$ cat src/hcs_pkg.sv
`default_nettype none
package hcs_pkg;

    localparam int MAX_DIM    = 128;
    localparam int MAX_RADIUS = 6;

    localparam int DIM_W   = $clog2(MAX_DIM);
    localparam int ADDR_W  = $clog2(MAX_DIM * MAX_DIM);
    // signed width for coordinate arithmetic: holds MAX_DIM, the 8-bit registers and offsets
    localparam int XW      = ((DIM_W + 1 > 8) ? DIM_W + 1 : 8) + 2;
    localparam int RAD_W   = $clog2(MAX_RADIUS + 1);
    localparam int CNT_MAX = (2 * MAX_RADIUS + 1) * (2 * MAX_RADIUS + 1);
    localparam int CNT_W   = $clog2(CNT_MAX + 1);
    localparam int SUM_W   = 16 + $clog2(CNT_MAX);
    localparam int QDEPTH  = 4;

    localparam int COL_W      = 7;
    localparam int ROW_W      = 7;
    localparam int HGT_W      = 16;
    localparam int CFG_ADDR_W = 3;
    localparam int CFG_DATA_W = 10;

    typedef enum logic [CFG_ADDR_W-1:0] {
        CFG_FRAME_WIDTH  = 3'd0,
        CFG_FRAME_HEIGHT = 3'd1,
        CFG_CURVE_SHAPE  = 3'd2,
        CFG_LOCAL_EFFECT = 3'd3,
        CFG_LOCAL_AREA   = 3'd4,
        CFG_KEEP_DETAIL  = 3'd5,
        CFG_DETAIL_SIZE  = 3'd6
    } cfg_index_t;

    typedef struct packed {
        logic [7:0]        frame_width;
        logic [7:0]        frame_height;
        logic signed [9:0] curve_shape;
        logic [8:0]        local_effect;
        logic [8:0]        local_area;
        logic              keep_detail;
        logic [8:0]        detail_size;
    } cfg_t;

    typedef enum logic {
        ITEM_WRITE   = 1'b0,
        ITEM_COMPUTE = 1'b1
    } item_kind_t;

    typedef struct packed {
        item_kind_t              kind;
        logic [COL_W-1:0]        col;
        logic [ROW_W-1:0]        row;
        logic signed [HGT_W-1:0] height;
    } item_t;

    // integer square root, bit by bit
    function automatic logic [63:0] isqrt64(input logic [63:0] v_in);
        logic [63:0] v;
        logic [63:0] r;
        logic [63:0] b;
        int          i;
        v = v_in;
        r = '0;
        b = 64'd1 << 62;
        for (i = 0; i < 32; i++) begin
            if (b > v) begin
                b = b >> 2;
            end
        end
        for (i = 0; i < 32; i++) begin
            if (b != 0) begin
                if (v >= r + b) begin
                    v = v - (r + b);
                    r = (r >> 1) + b;
                end else begin
                    r = r >> 1;
                end
                b = b >> 2;
            end
        end
        return r;
    endfunction

    // 2^(2^-k) in Q30, built by repeated square roots from 2.0
    function automatic logic [31:0] exp2_entry(input int k);
        logic [63:0] t;
        int          j;
        t = 64'd1 << 31;
        for (j = 1; j <= k; j++) begin
            t = isqrt64(t << 30);
        end
        return t[31:0];
    endfunction

    // samples in a (2r+1) x (2r+1) window
    function automatic logic [CNT_W-1:0] win_count(input logic [RAD_W-1:0] r);
        logic [CNT_W-1:0] side;
        side = CNT_W'({r, 1'b1});
        return CNT_W'(side * side);
    endfunction

endpackage
`default_nettype wire

$ cat src/hcs_front.sv
`default_nettype none
module hcs_front (
    input  wire                          aclk,
    input  wire                          aresetn,
    input  wire                          s_tvalid,
    output logic                         s_tready,
    input  wire  [31:0]                  s_tdata,   // col_index[6:0], row_index[13:7], height_in[29:14]
    input  wire                          s_tuser,   // operation
    output logic                         q_valid,
    output hcs_pkg::item_t               q_item,
    input  wire                          q_pop
);

    localparam int PTR_W = $clog2(hcs_pkg::QDEPTH);

    hcs_pkg::item_t             q_mem [hcs_pkg::QDEPTH];
    logic [PTR_W-1:0]           wr_ptr_reg;
    logic [PTR_W-1:0]           rd_ptr_reg;
    logic [PTR_W:0]             count_reg;
    hcs_pkg::item_t             item_c;
    logic                       drop_c;
    logic                       push_c;
    logic                       pop_c;

    always_comb begin
        item_c.kind   = s_tuser ? hcs_pkg::ITEM_COMPUTE : hcs_pkg::ITEM_WRITE;
        item_c.col    = s_tdata[6:0];
        item_c.row    = s_tdata[13:7];
        item_c.height = s_tdata[29:14];
    end

    // drop writes that fall outside the store
    assign drop_c = (item_c.kind == hcs_pkg::ITEM_WRITE) &&
                    ((hcs_pkg::XW'(item_c.col) >= hcs_pkg::XW'(hcs_pkg::MAX_DIM)) ||
                     (hcs_pkg::XW'(item_c.row) >= hcs_pkg::XW'(hcs_pkg::MAX_DIM)));

    assign s_tready = (count_reg != (PTR_W+1)'(hcs_pkg::QDEPTH));
    assign push_c   = s_tvalid && s_tready && !drop_c;
    assign pop_c    = q_pop && q_valid;
    assign q_valid  = (count_reg != '0);
    assign q_item   = q_mem[rd_ptr_reg];

    always_ff @(posedge aclk) begin
        if (push_c) begin
            q_mem[wr_ptr_reg] <= item_c;
        end
    end

    always_ff @(posedge aclk) begin
        if (!aresetn) begin
            wr_ptr_reg <= '0;
            rd_ptr_reg <= '0;
            count_reg  <= '0;
        end else begin
            if (push_c) begin
                wr_ptr_reg <= wr_ptr_reg + 1'b1;
            end
            if (pop_c) begin
                rd_ptr_reg <= rd_ptr_reg + 1'b1;
            end
            if (push_c && !pop_c) begin
                count_reg <= count_reg + 1'b1;
            end else if (pop_c && !push_c) begin
                count_reg <= count_reg - 1'b1;
            end
        end
    end

`ifndef NO_ASSERTIONS
    a_count_bound: assert property (@(posedge aclk) disable iff (!aresetn)
        count_reg <= (PTR_W+1)'(hcs_pkg::QDEPTH))
        else $error("queue count beyond depth");
`endif

endmodule
`default_nettype wire

$ cat config.mk
export PLATFORM = sky130hd
export DESIGN_NAME = hcs_front
export DESIGN_NICKNAME = d
export VERILOG_FILES = /design/src/hcs_pkg.sv /design/src/hcs_front.sv
export SDC_FILE = /design/constraint.sdc
export NUM_CORES = 1
export LEC_CHECK = 0
export CAP_MARGIN = 20
export CORE_MARGIN = 2
export CORE_UTILIZATION = 40
export DETAILED_ROUTE_END_ITERATION = 16
export DONT_BUFFER_PORTS = 1
export GPL_TIMING_DRIVEN = 0
export MAX_ROUTING_LAYER = met4
export PLACE_DENSITY = 0.66
export SLEW_MARGIN = 20
export SYNTH_ARGS = -nofsm -noshare
export SYNTH_HDL_FRONTEND = slang
export SYNTH_SLANG_ARGS = --single-unit
export TNS_END_PERCENT = 5
$ cat constraint.sdc
create_clock -name aclk -period 3 [get_ports aclk]
set_input_delay 0.45 -clock aclk [delete_from_list [all_inputs] [get_ports aclk]]
set_output_delay 0.45 -clock aclk [all_outputs]
set_load 0.05 [all_outputs]
==> results of run 1 <==
-- routing by layer --
| metal | vias up | GRT usage [%] | part of all wire, % |
|---|---|---|---|
| met5 | - | - | 0 |
| met4 | 0 | 6.75 | 1.1 |
| met3 | 9 | 6.33 | 7.9 |
| met2 | 72 | 21.1 | 50 |
| met1 | 1081 | 15.8 | 41 |
| li1 | 915 | - | - |
-- layout by cell type (no fill, tap or decap), types with 2 or more instances in the layout --
| cell type | instances |
|---|---|
| inv_1 | 3 |
| bufinv_16 | 3 |
| xnor2_1 | 3 |
| and2_2 | 4 |
| ha_1 | 5 |
| clkbuf_1 | 3 |
| buf_16 | 4 |
| dfxtp_1 | 9 |
| mux4_2 | 30 |
| edfxtp_1 | 124 |
| buf_2 | 3 |
| or3_1 | 2 |
| clkinv_4 | 2 |
| clkbuf_16 | 17 |
| clkinvlp_4 | 2 |
| buf_6 | 3 |
| mux2i_1 | 3 |
| nand2_1 | 5 |
| and2_1 | 4 |
| clkinv_1 | 2 |
-- power groups by stage --
stage / sequential [mW] / clock, mW / combinational, mW
global placement: 2.39 / 0 / 1.66
finish: 2.35 / 1.98 / 1.69
CTS: 2.35 / 2.03 / 1.72
global route: 2.37 / 2.11 / 1.78
floorplan: 2.37 / 0 / 1.48
detailed placement: 2.39 / 0 / 1.72
-- per-stage QoR --
| step | utilization, % | setup WS [ns] | area [um^2] | cells |
|---|---|---|---|---|
| floorplan | - | 0.942 | 4980 | 209 |
| global placement | 43.0 | 0.292 | 5190 | 377 |
| detailed placement | 44.0 | 0.789 | 5310 | 381 |
| CTS | 48.7 | 0.740 | 5870 | 410 |
| global route | 48.7 | 0.638 | 5870 | 410 |
| finish | 48.7 | 0.782 | 5870 | 410 |
-- worst max-delay path by stage --
stage,startpoint,slack (ns),end
detailed placement,count_reg[0]$_SDFFE_PN0P_,0.79,count_reg[2]$_SDFFE_PN0P_
floorplan,count_reg[0]$_SDFFE_PN0P_,0.94,count_reg[2]$_SDFFE_PN0P_
finish,flop,0.78,q_item[7]
CTS,flop,0.74,q_item[7]
global route,count_reg[0]$_SDFFE_PN0P_,0.64,count_reg[2]$_SDFFE_PN0P_
global placement,count_reg[0]$_SDFFE_PN0P_,0.29,q_mem[0][8]$_DFFE_PP_
-- area by class of cell --
type / count / share of cell area (%)
flip-flops and latches: 133 / 66.5
multi-input cells: 66 / 17.3
clock buffers: 19 / 7.37
well taps: 168 / 3.58
clock inverters: 10 / 2.30
repair buffers: 4 / 1.87
plain buffers: 7 / 0.895
inverters: 3 / 0.192
-- cells in the mapped netlist (2+ instances only) --
| cell | number | area, um^2 |
|---|---|---|
| inv_1 | 3 | 11.3 |
| xnor2_1 | 3 | 26.3 |
| ha_1 | 5 | 62.6 |
| nand2_1 | 5 | 18.8 |
| buf_6 | 3 | 33.8 |
| edfxtp_1 | 124 | 3720 |
| or3_1 | 2 | 12.5 |
| dfxtp_1 | 9 | 180 |
| mux2i_1 | 3 | 30.0 |
| mux4_2 | 30 | 676 |
| and2_1 | 8 | 50.1 |
| buf_2 | 3 | 15.0 |
-- cell families (layout without fill, tap and decap cells) --
family	Yosys count	in the layout	share of synthesized area, %
AND/OR/NAND/NOR	17	17	1.88
flip-flops	133	133	78.4
buffers and inverters	10	43	1.28
adder cells (fa/ha/maj)	6	6	1.66
AO/OA/AOI/OAI	5	5	1.38
multiplexers	34	34	14.7
XOR/XNOR	4	4	0.704
-- critical path: stages (launching register included) --
cell and delay [ns]:
dfxtp_1 0.43, buf_6 0.23, mux4_2 0.70
==> results_dict.tcl, run 1 <==
set metrics [dict create \
    synth_edf_count 124 \
    areaGrowthSynthToFinish_pct 17.9 \
    slew_headroom_pct 64.0 \
    dr.pass1.iters 4 \
    drive_above_1_share_pct 30.2 \
    fillCellCount 983 \
    outcome "complete, no violations" \
    grt_usage_pct 14.0 \
    avgSynthCellArea_um2 23.8 \
    drc 0 \
    syn-cell-area_mm2 0.00498 \
    cts_tree "built" \
    grt_pass1_vias 2255 \
    grt_max_degree 18 \
    cts.clk_slew.worst_paths_ns 0.06 \
    power_leakage_nw 1.87 \
    nets 275 \
    setup_viol 0 \
    clock_sinks 133 \
    cts.root.buffer_cell "clkbuf_16" \
    rr_endpoint "count_reg[2]$_SDFFE_PN0P_" \
    whs_path_depth 0 \
    vias 2077 \
    dpl.hpwl_um 5250 \
    power_mw 6.03 \
    syn-num-nets 252 \
    ys_warn_count 0 \
    fp.dieW_um 116 \
    finalHoldViolCount 0 \
    synthArstFlopShare_pct 0 \
    ys_ff_latch 133 \
    register_area_mm2 0.00390 \
    multi_input_area_mm2 0.00102 \
    grt_pass1_wl_um 12600 \
    rsz0062_at_grt "no" \
    clock_latency_ns 0.41 \
    finalSetupTns_ns 0 \
    whs_endpoint "q_mem[3][29]$_DFFE_PP_" \
    p_per_area_mw_per_mm2 1030 \
    initial_utilization_pct 41.3 \
    fin_crit_sh_pct 73.9 \
    r2r-start "count_reg[0]$_SDFFE_PN0P_" \
    min_period_ns 2.22 \
    cts-resized-gates 0 \
    drt-initial-drc-count 184 \
    core_region_area_mm2 0.0121 \
    htreeDepth 4 \
    whs_ns 0.128 \
    cts_buffers 17 \
    comb_power_share_pct 28.1 \
    antenna_found_initial 0 \
    synth_flop_cell "edfxtp_1" \
    p_int_mw 4.04 \
    power_switching_share_pct 33.0 \
    final_max_slew_viol_count 0 \
    die_y_um 116 \
    finalClockSkew_ns 0.0173 \
    syn_inst 209 \
    die_area_mm2 0.0134 \
    cts.path.max_buffers 2 \
    wirelength_um 8160 \
    startpoint_type "flop" \
    p_switching_mw 1.99 \
    power_frac_seq_pct 39.0 \
    post-cts-setup-buffer-count 0 \
    min_from "s_tdata[6]" \
    port_buffers 0 \
    hold_path_class "primary input to flop" \
    hold_buffers 0 \
    cp-end-kind "primary output" \
    reg2reg_depth 8 \
    final_antenna_net_count 0 \
    crit_required_ns 2.55 \
    path_max_fanout 10 \
    routedWlPerCell_um 19.9 \
    power_frac_clock_pct 32.9 \
    cp.arrival_ns 1.77 \
    cap_violations 0 \
    io_pins 70 \
    criticalPathCategory "flop to primary output" \
    gp_congestion 0.686 \
    largest_reg_flops 124 \
    rows 40 \
    synth.distinct_cells 23 \
    antenna_cells 0 \
    synth_seq_area_share_pct 78.4 \
    grt_overflow 0 \
    ir_drop_mv 0.417 \
    ff2ff_setup_slack_ns 0.78 \
    via_per_inst 5.07 \
    worst_pin_slew_ns 0.541 \
    fmax_ghz 0.451 \
]
Note: power is estimated with default switching activity, not from simulation.
==> run 2: changes to the inputs <==
==> constraint.sdc (replaced) <==
create_clock -name aclk -period 2.2 [get_ports aclk]
set_input_delay 0.33 -clock aclk [delete_from_list [all_inputs] [get_ports aclk]]
set_output_delay 0.33 -clock aclk [all_outputs]
set_load 0.05 [all_outputs]
==> results_dict.tcl, run 2 (synthesis results as in run 1) <==
set metrics [dict create \
    drive_above_1_share_pct 27.5 \
    cpLargestDelayFamily "multiplexers" \
    power_frac_clock_pct 32.6 \
    gp_congestion 0.686 \
    slowest_delay_ns 0.70 \
    finalHoldViolCount 0 \
    grt_overflow 0 \
    power_switching_share_pct 33.0 \
    cts.path.max_buffers 2 \
    die_y_um 116 \
    rsz0062_at_grt "no" \
    criticalPathCategory "flop to primary output" \
    p_switching_mw 2.74 \
    initial_utilization_pct 41.3 \
    p_int_mw 5.55 \
    rows 40 \
    crit_required_ns 1.87 \
    dpl.hpwl_um 5250 \
    clock_latency_ns 0.41 \
    die_area_mm2 0.0134 \
    slew_headroom_pct 63.5 \
    dpl-instance-area_mm2 0.00531 \
    cts.root.buffer_cell "clkbuf_16" \
    cts_tree "built" \
    grt_pass1_vias 2346 \
    grt_max_degree 18 \
    reg2reg_depth 8 \
    cp-end-kind "primary output" \
    cts_buffers 17 \
    final_cells 441 \
    final_antenna_net_count 0 \
    worst-path-buf-inv 1 \
    dr.pass1.iters 4 \
    min_period_ns 2.10 \
    setup_ws_ns 0.101 \
    setup_viol 0 \
    port_buffers 0 \
    path_depth 2 \
    hold_path_class "primary input to flop" \
    power_mw 8.29 \
    routedWlPerCell_um 19.0 \
    ir_drop_mv 0.590 \
    final_cell_area_mm2 0.00619 \
    power_frac_seq_pct 38.7 \
    fin_crit_sh_pct 95.4 \
    cap_violations 0 \
    antenna_found_initial 0 \
    outcome "complete, no violations" \
    core_region_area_mm2 0.0121 \
    final_util_pct 51.3 \
    fp.dieW_um 116 \
    grt_usage_pct 14.3 \
    comb_power_share_pct 28.7 \
    worst_pin_slew_ns 0.548 \
    drt-initial-drc-count 169 \
    startpoint_type "flop" \
    mostFrequentLayoutCells "edfxtp_1 (124), dlygate4sd3_1 (31), mux4_2 (30), clkbuf_16 (17), dfxtp_1 (7)" \
    via_per_inst 4.94 \
    finalClockSkew_ns 0.0126 \
    p_per_area_mw_per_mm2 1340 \
    drc 0 \
    path_cells "buf_6, mux4_2" \
    final_max_slew_viol_count 0 \
    htreeDepth 4 \
    path_max_fanout 10 \
    fmax_ghz 0.476 \
    largest_reg_flops 124 \
    layout_commonest_cell "edfxtp_1" \
    whs_path_depth 2 \
    areaGrowthSynthToFinish_pct 24.3 \
    io_pins 70 \
    antenna_cells 0 \
    vias 2180 \
    cp.arrival_ns 1.77 \
    post-place-ws_ns -0.0106 \
    cpMaxStageDelayCell "mux4_2" \
    grt_pass1_wl_um 13000 \
    nets 306 \
    power_leakage_nw 2.00 \
    clock_sinks 133 \
    wirelength_um 8370 \
    cts.clk_slew.worst_paths_ns 0.05 \
    dp_cells 381 \
]
[run 2: path summary, 6_finish.rpt]
check,slack (ns),startpoint,to
setup reg to reg,0.12,count_reg[1]$_SDFFE_PN0P_,count_reg[2]$_SDFFE_PN0P_
hold / removal,0.23,s_tvalid,wr_ptr_reg[1]$_SDFFE_PN0P_
setup / recovery,0.10,flop,q_item[7]
hold reg to reg,0.51,wr_ptr_reg[0]$_SDFFE_PN0P_,wr_ptr_reg[0]$_SDFFE_PN0P_
[run 2: stage by stage]
stage | setup TNS (ns) | hold slack, ns
final | 0 | 0.227
after global routing | 0 | 0.216
after floorplan | 0 | 0.429
after CTS | 0 | 0.211
after global placement | -61.36 | 0.429
after detailed placement | -0.0106 | 0.429
[run 2: what timing repair did]
action                                  4_1_cts  5_1_grt
setup buffers                                 0        0
endpoints found under the setup margin        1        1
gates resized for setup                       2        1
endpoints found under the hold margin       124        0
hold buffers                                 31        0
[run 2: layer usage]
metal,GRT usage [%],part of all wire [%],up-vias,wire [um]
met2,22.2,50,64,4190
met5,-,0,-,0
met1,16.4,43,1127,3560
met3,5.49,6.0,10,502
li1,-,-,979,-
met4,6.75,1.3,0,110
[run 2: layout make-up]
cell class                      instances  area [um^2]
Fill cell                             956         5870
Clock buffer                           19          433
Tap cell                              168          210
Buffer                                  7         52.6
Inverter                                3         11.3
Clock inverter                         10          135
Multi-Input combinational cell         66         1020
Sequential cell                       133         3910
Timing Repair Buffer                   35          420
[run 2: power groups by stage]
stage | Sequential [mW] | Clock, mW | Combinational, mW
final | 3.21 | 2.70 | 2.38
after global routing | 3.24 | 2.88 | 2.51
after CTS | 3.21 | 2.77 | 2.42
after detailed placement | 3.26 | 0 | 2.35
after global placement | 3.26 | 0 | 2.27
after floorplan | 3.23 | 0 | 2.02
==> run 3: changes to the inputs <==
--- a/config.mk
+++ b/config.mk
@@ -7,12 +7,12 @@
 export LEC_CHECK = 0
 export CAP_MARGIN = 20
 export CORE_MARGIN = 2
-export CORE_UTILIZATION = 40
+export CORE_UTILIZATION = 55
 export DETAILED_ROUTE_END_ITERATION = 16
 export DONT_BUFFER_PORTS = 1
 export GPL_TIMING_DRIVEN = 0
 export MAX_ROUTING_LAYER = met4
-export PLACE_DENSITY = 0.66
+export PLACE_DENSITY = 0.82
 export SLEW_MARGIN = 20
 export SYNTH_ARGS = -nofsm -noshare
 export SYNTH_HDL_FRONTEND = slang
==> constraint.sdc (replaced) <==
create_clock -name aclk -period 2.2 [get_ports aclk]
set_input_delay 0.22 -clock aclk [delete_from_list [all_inputs] [get_ports aclk]]
set_output_delay 0.22 -clock aclk [all_outputs]
set_load 0.05 [all_outputs]
==> results_dict.tcl, run 3 (synthesis results as in run 1) <==
set metrics [dict create \
    outcome "complete, no violations" \
    crit_required_ns 2.64 \
    finalClockSkew_ns 0.0129 \
    hold_path_class "primary input to flop" \
    cts_buffers 17 \
    clock_sinks 133 \
    via_per_inst 5.71 \
    final_max_slew_viol_count 0 \
    grt_overflow 0 \
    reg2reg_depth 7 \
    drc 0 \
    grt_busiest_layer "met2" \
    use_met2_pct 29.4 \
    grt_util_met1_pct 22.2 \
    gp_congestion 0.687 \
    drive_above_1_share_pct 29.5 \
    cp.arrival_ns 2.47 \
    min_period_ns 2.02 \
    cts_tree "built" \
    die_area_mm2 0.00983 \
    final_antenna_net_count 0 \
    initial_utilization_pct 56.8 \
    antenna_found_initial 0 \
    rows 34 \
    p_per_area_mw_per_mm2 1320 \
    clock_latency_ns 0.52 \
    cts.root.buffer_cell "clkbuf_8" \
    htreeDepth 4 \
    final_util_pct 69.4 \
    worst_pin_slew_ns 0.546 \
    drt-initial-drc-count 98 \
    largest_reg_flops 124 \
    slew_headroom_pct 63.8 \
    areaGrowthSynthToFinish_pct 22.1 \
    rr_endpoint "count_reg[2]$_SDFFE_PN0P_" \
    cap_violations 0 \
    wirelength_um 8170 \
    path_max_fanout 6 \
    fp.dieW_um 99.2 \
    rsz0062_at_grt "no" \
    cts.path.max_buffers 2 \
    fin_crit_sh_pct 91.9 \
    grt_pass1_vias 2348 \
    io_pins 70 \
    grtUsageMet3_pct 6.25 \
    dpl.hpwl_um 5110 \
    power_leakage_nw 1.99 \
    setup_viol 0 \
    port_buffers 0 \
    vias 2205 \
    whs_path_depth 3 \
    grt_usage_pct 18.7 \
    die_y_um 99.2 \
    nets 308 \
    fmax_ghz 0.495 \
    startpoint_type "flop" \
    routedWlPerCell_um 21.2 \
    cp-end-kind "flop" \
    dr.pass1.iters 5 \
    criticalPathCategory "flop to flop" \
    antenna_cells 0 \
    layout_commonest_cell "edfxtp_1" \
    ff2ff_setup_slack_ns 0.18 \
    cts.clk_slew.worst_paths_ns 0.06 \
    grt_max_degree 18 \
    finalHoldViolCount 0 \
    r2r-start "count_reg[1]$_SDFFE_PN0P_" \
    min_from "q_pop" \
    power_mw 8.00 \
    mostFrequentLayoutCells "edfxtp_1 (124), dlygate4sd3_1 (32), mux4_2 (30), clkbuf_16 (16), dfxtp_1 (6)" \
    ir_drop_mv 0.972 \
    grt_pass1_wl_um 12700 \
    core_region_area_mm2 0.00876 \
]
## run 3: cell count changes in the layout (fill, tap and decap cells not counted), moves of 2 or more
cell | before | now
bufinv_16 | 3 | 0
clkbuf_1 | 3 | 1
clkinv_2 | 1 | 3
clkinv_4 | 2 | 4
dfxtp_2 | 1 | 3
inv_6 | 0 | 3
## run 3: routing by layer
metal | wire length [um] | part of all wire (%)
met1 | 3350 | 41
met2 | 4290 | 52
met3 | 476 | 5.8
met4 | 53 | 0.65
met5 | 0 | 0
## run 3: area by class of cell
cell class	count	area (um^2)
Inverter	3	11.3
Clock buffer	17	414
Buffer	7	52.6
Sequential cell	133	3910
Timing Repair Buffer	37	438
Multi-Input combinational cell	66	1020
Clock inverter	15	106
Tap cell	108	135
Fill cell	532	2680
## run 3: worst max-delay path, cell delays in order, from the launching register on
cell and delay [ns]:
dfxtp_2 0.37, o31ai_4 0.29, ha_1 0.23, inv_1 0.06
fa_1 0.37, xor2_1 0.18, or3_1 0.30, a21boi_1 0.14
## run 3: worst max-delay path by stage
stage / from / end / slack (ns) / depth (start not counted)
after floorplan: count_reg[0]$_SDFFE_PN0P_ / count_reg[2]$_SDFFE_PN0P_ / 0.14 / 8
after global placement: count_reg[0]$_SDFFE_PN0P_ / q_mem[0][1]$_DFFE_PP_ / -0.37 / 3
after detailed placement: count_reg[0]$_SDFFE_PN0P_ / count_reg[2]$_SDFFE_PN0P_ / -0.06 / 8
after CTS: flop / q_item[27] / 0.06 / 2
after global routing: count_reg[1]$_SDFFE_PN0P_ / count_reg[2]$_SDFFE_PN0P_ / 0.07 / 7
final: count_reg[1]$_SDFFE_PN0P_ / count_reg[2]$_SDFFE_PN0P_ / 0.18 / 7
## run 3: timing repair
action,in CTS,in global routing
resized for setup,2,1
endpoints found under the hold margin,126,0
buffers inserted,0,1
hold buffers,32,0
endpoints found under the setup margin,1,11
pin swaps,0,1
## run 3: power by group
group / switching (mW) / leakage [nW] / total [mW] / internal [mW]
clock network: 1.04 / 0.250 / 2.42 / 1.38
registers: 0.133 / 1.21 / 3.22 / 3.08
logic: 1.63 / 0.530 / 2.36 / 0.727
## run 3: stage by stage
step	cells	area (um^2)	hold WS, ns	setup TNS [ns]	worst slack (ns)
2_1_floorplan	209	4980	0.319	0	0.142
3_3_place_gp	317	5110	0.319	-44.70	-0.365
3_5_place_dp	321	5230	0.319	-0.0594	-0.0594
4_1_cts	385	6070	0.00875	0	0.0556
5_1_grt	386	6080	0.0141	0	0.0727
6_report	386	6080	0.0307	0	0.178
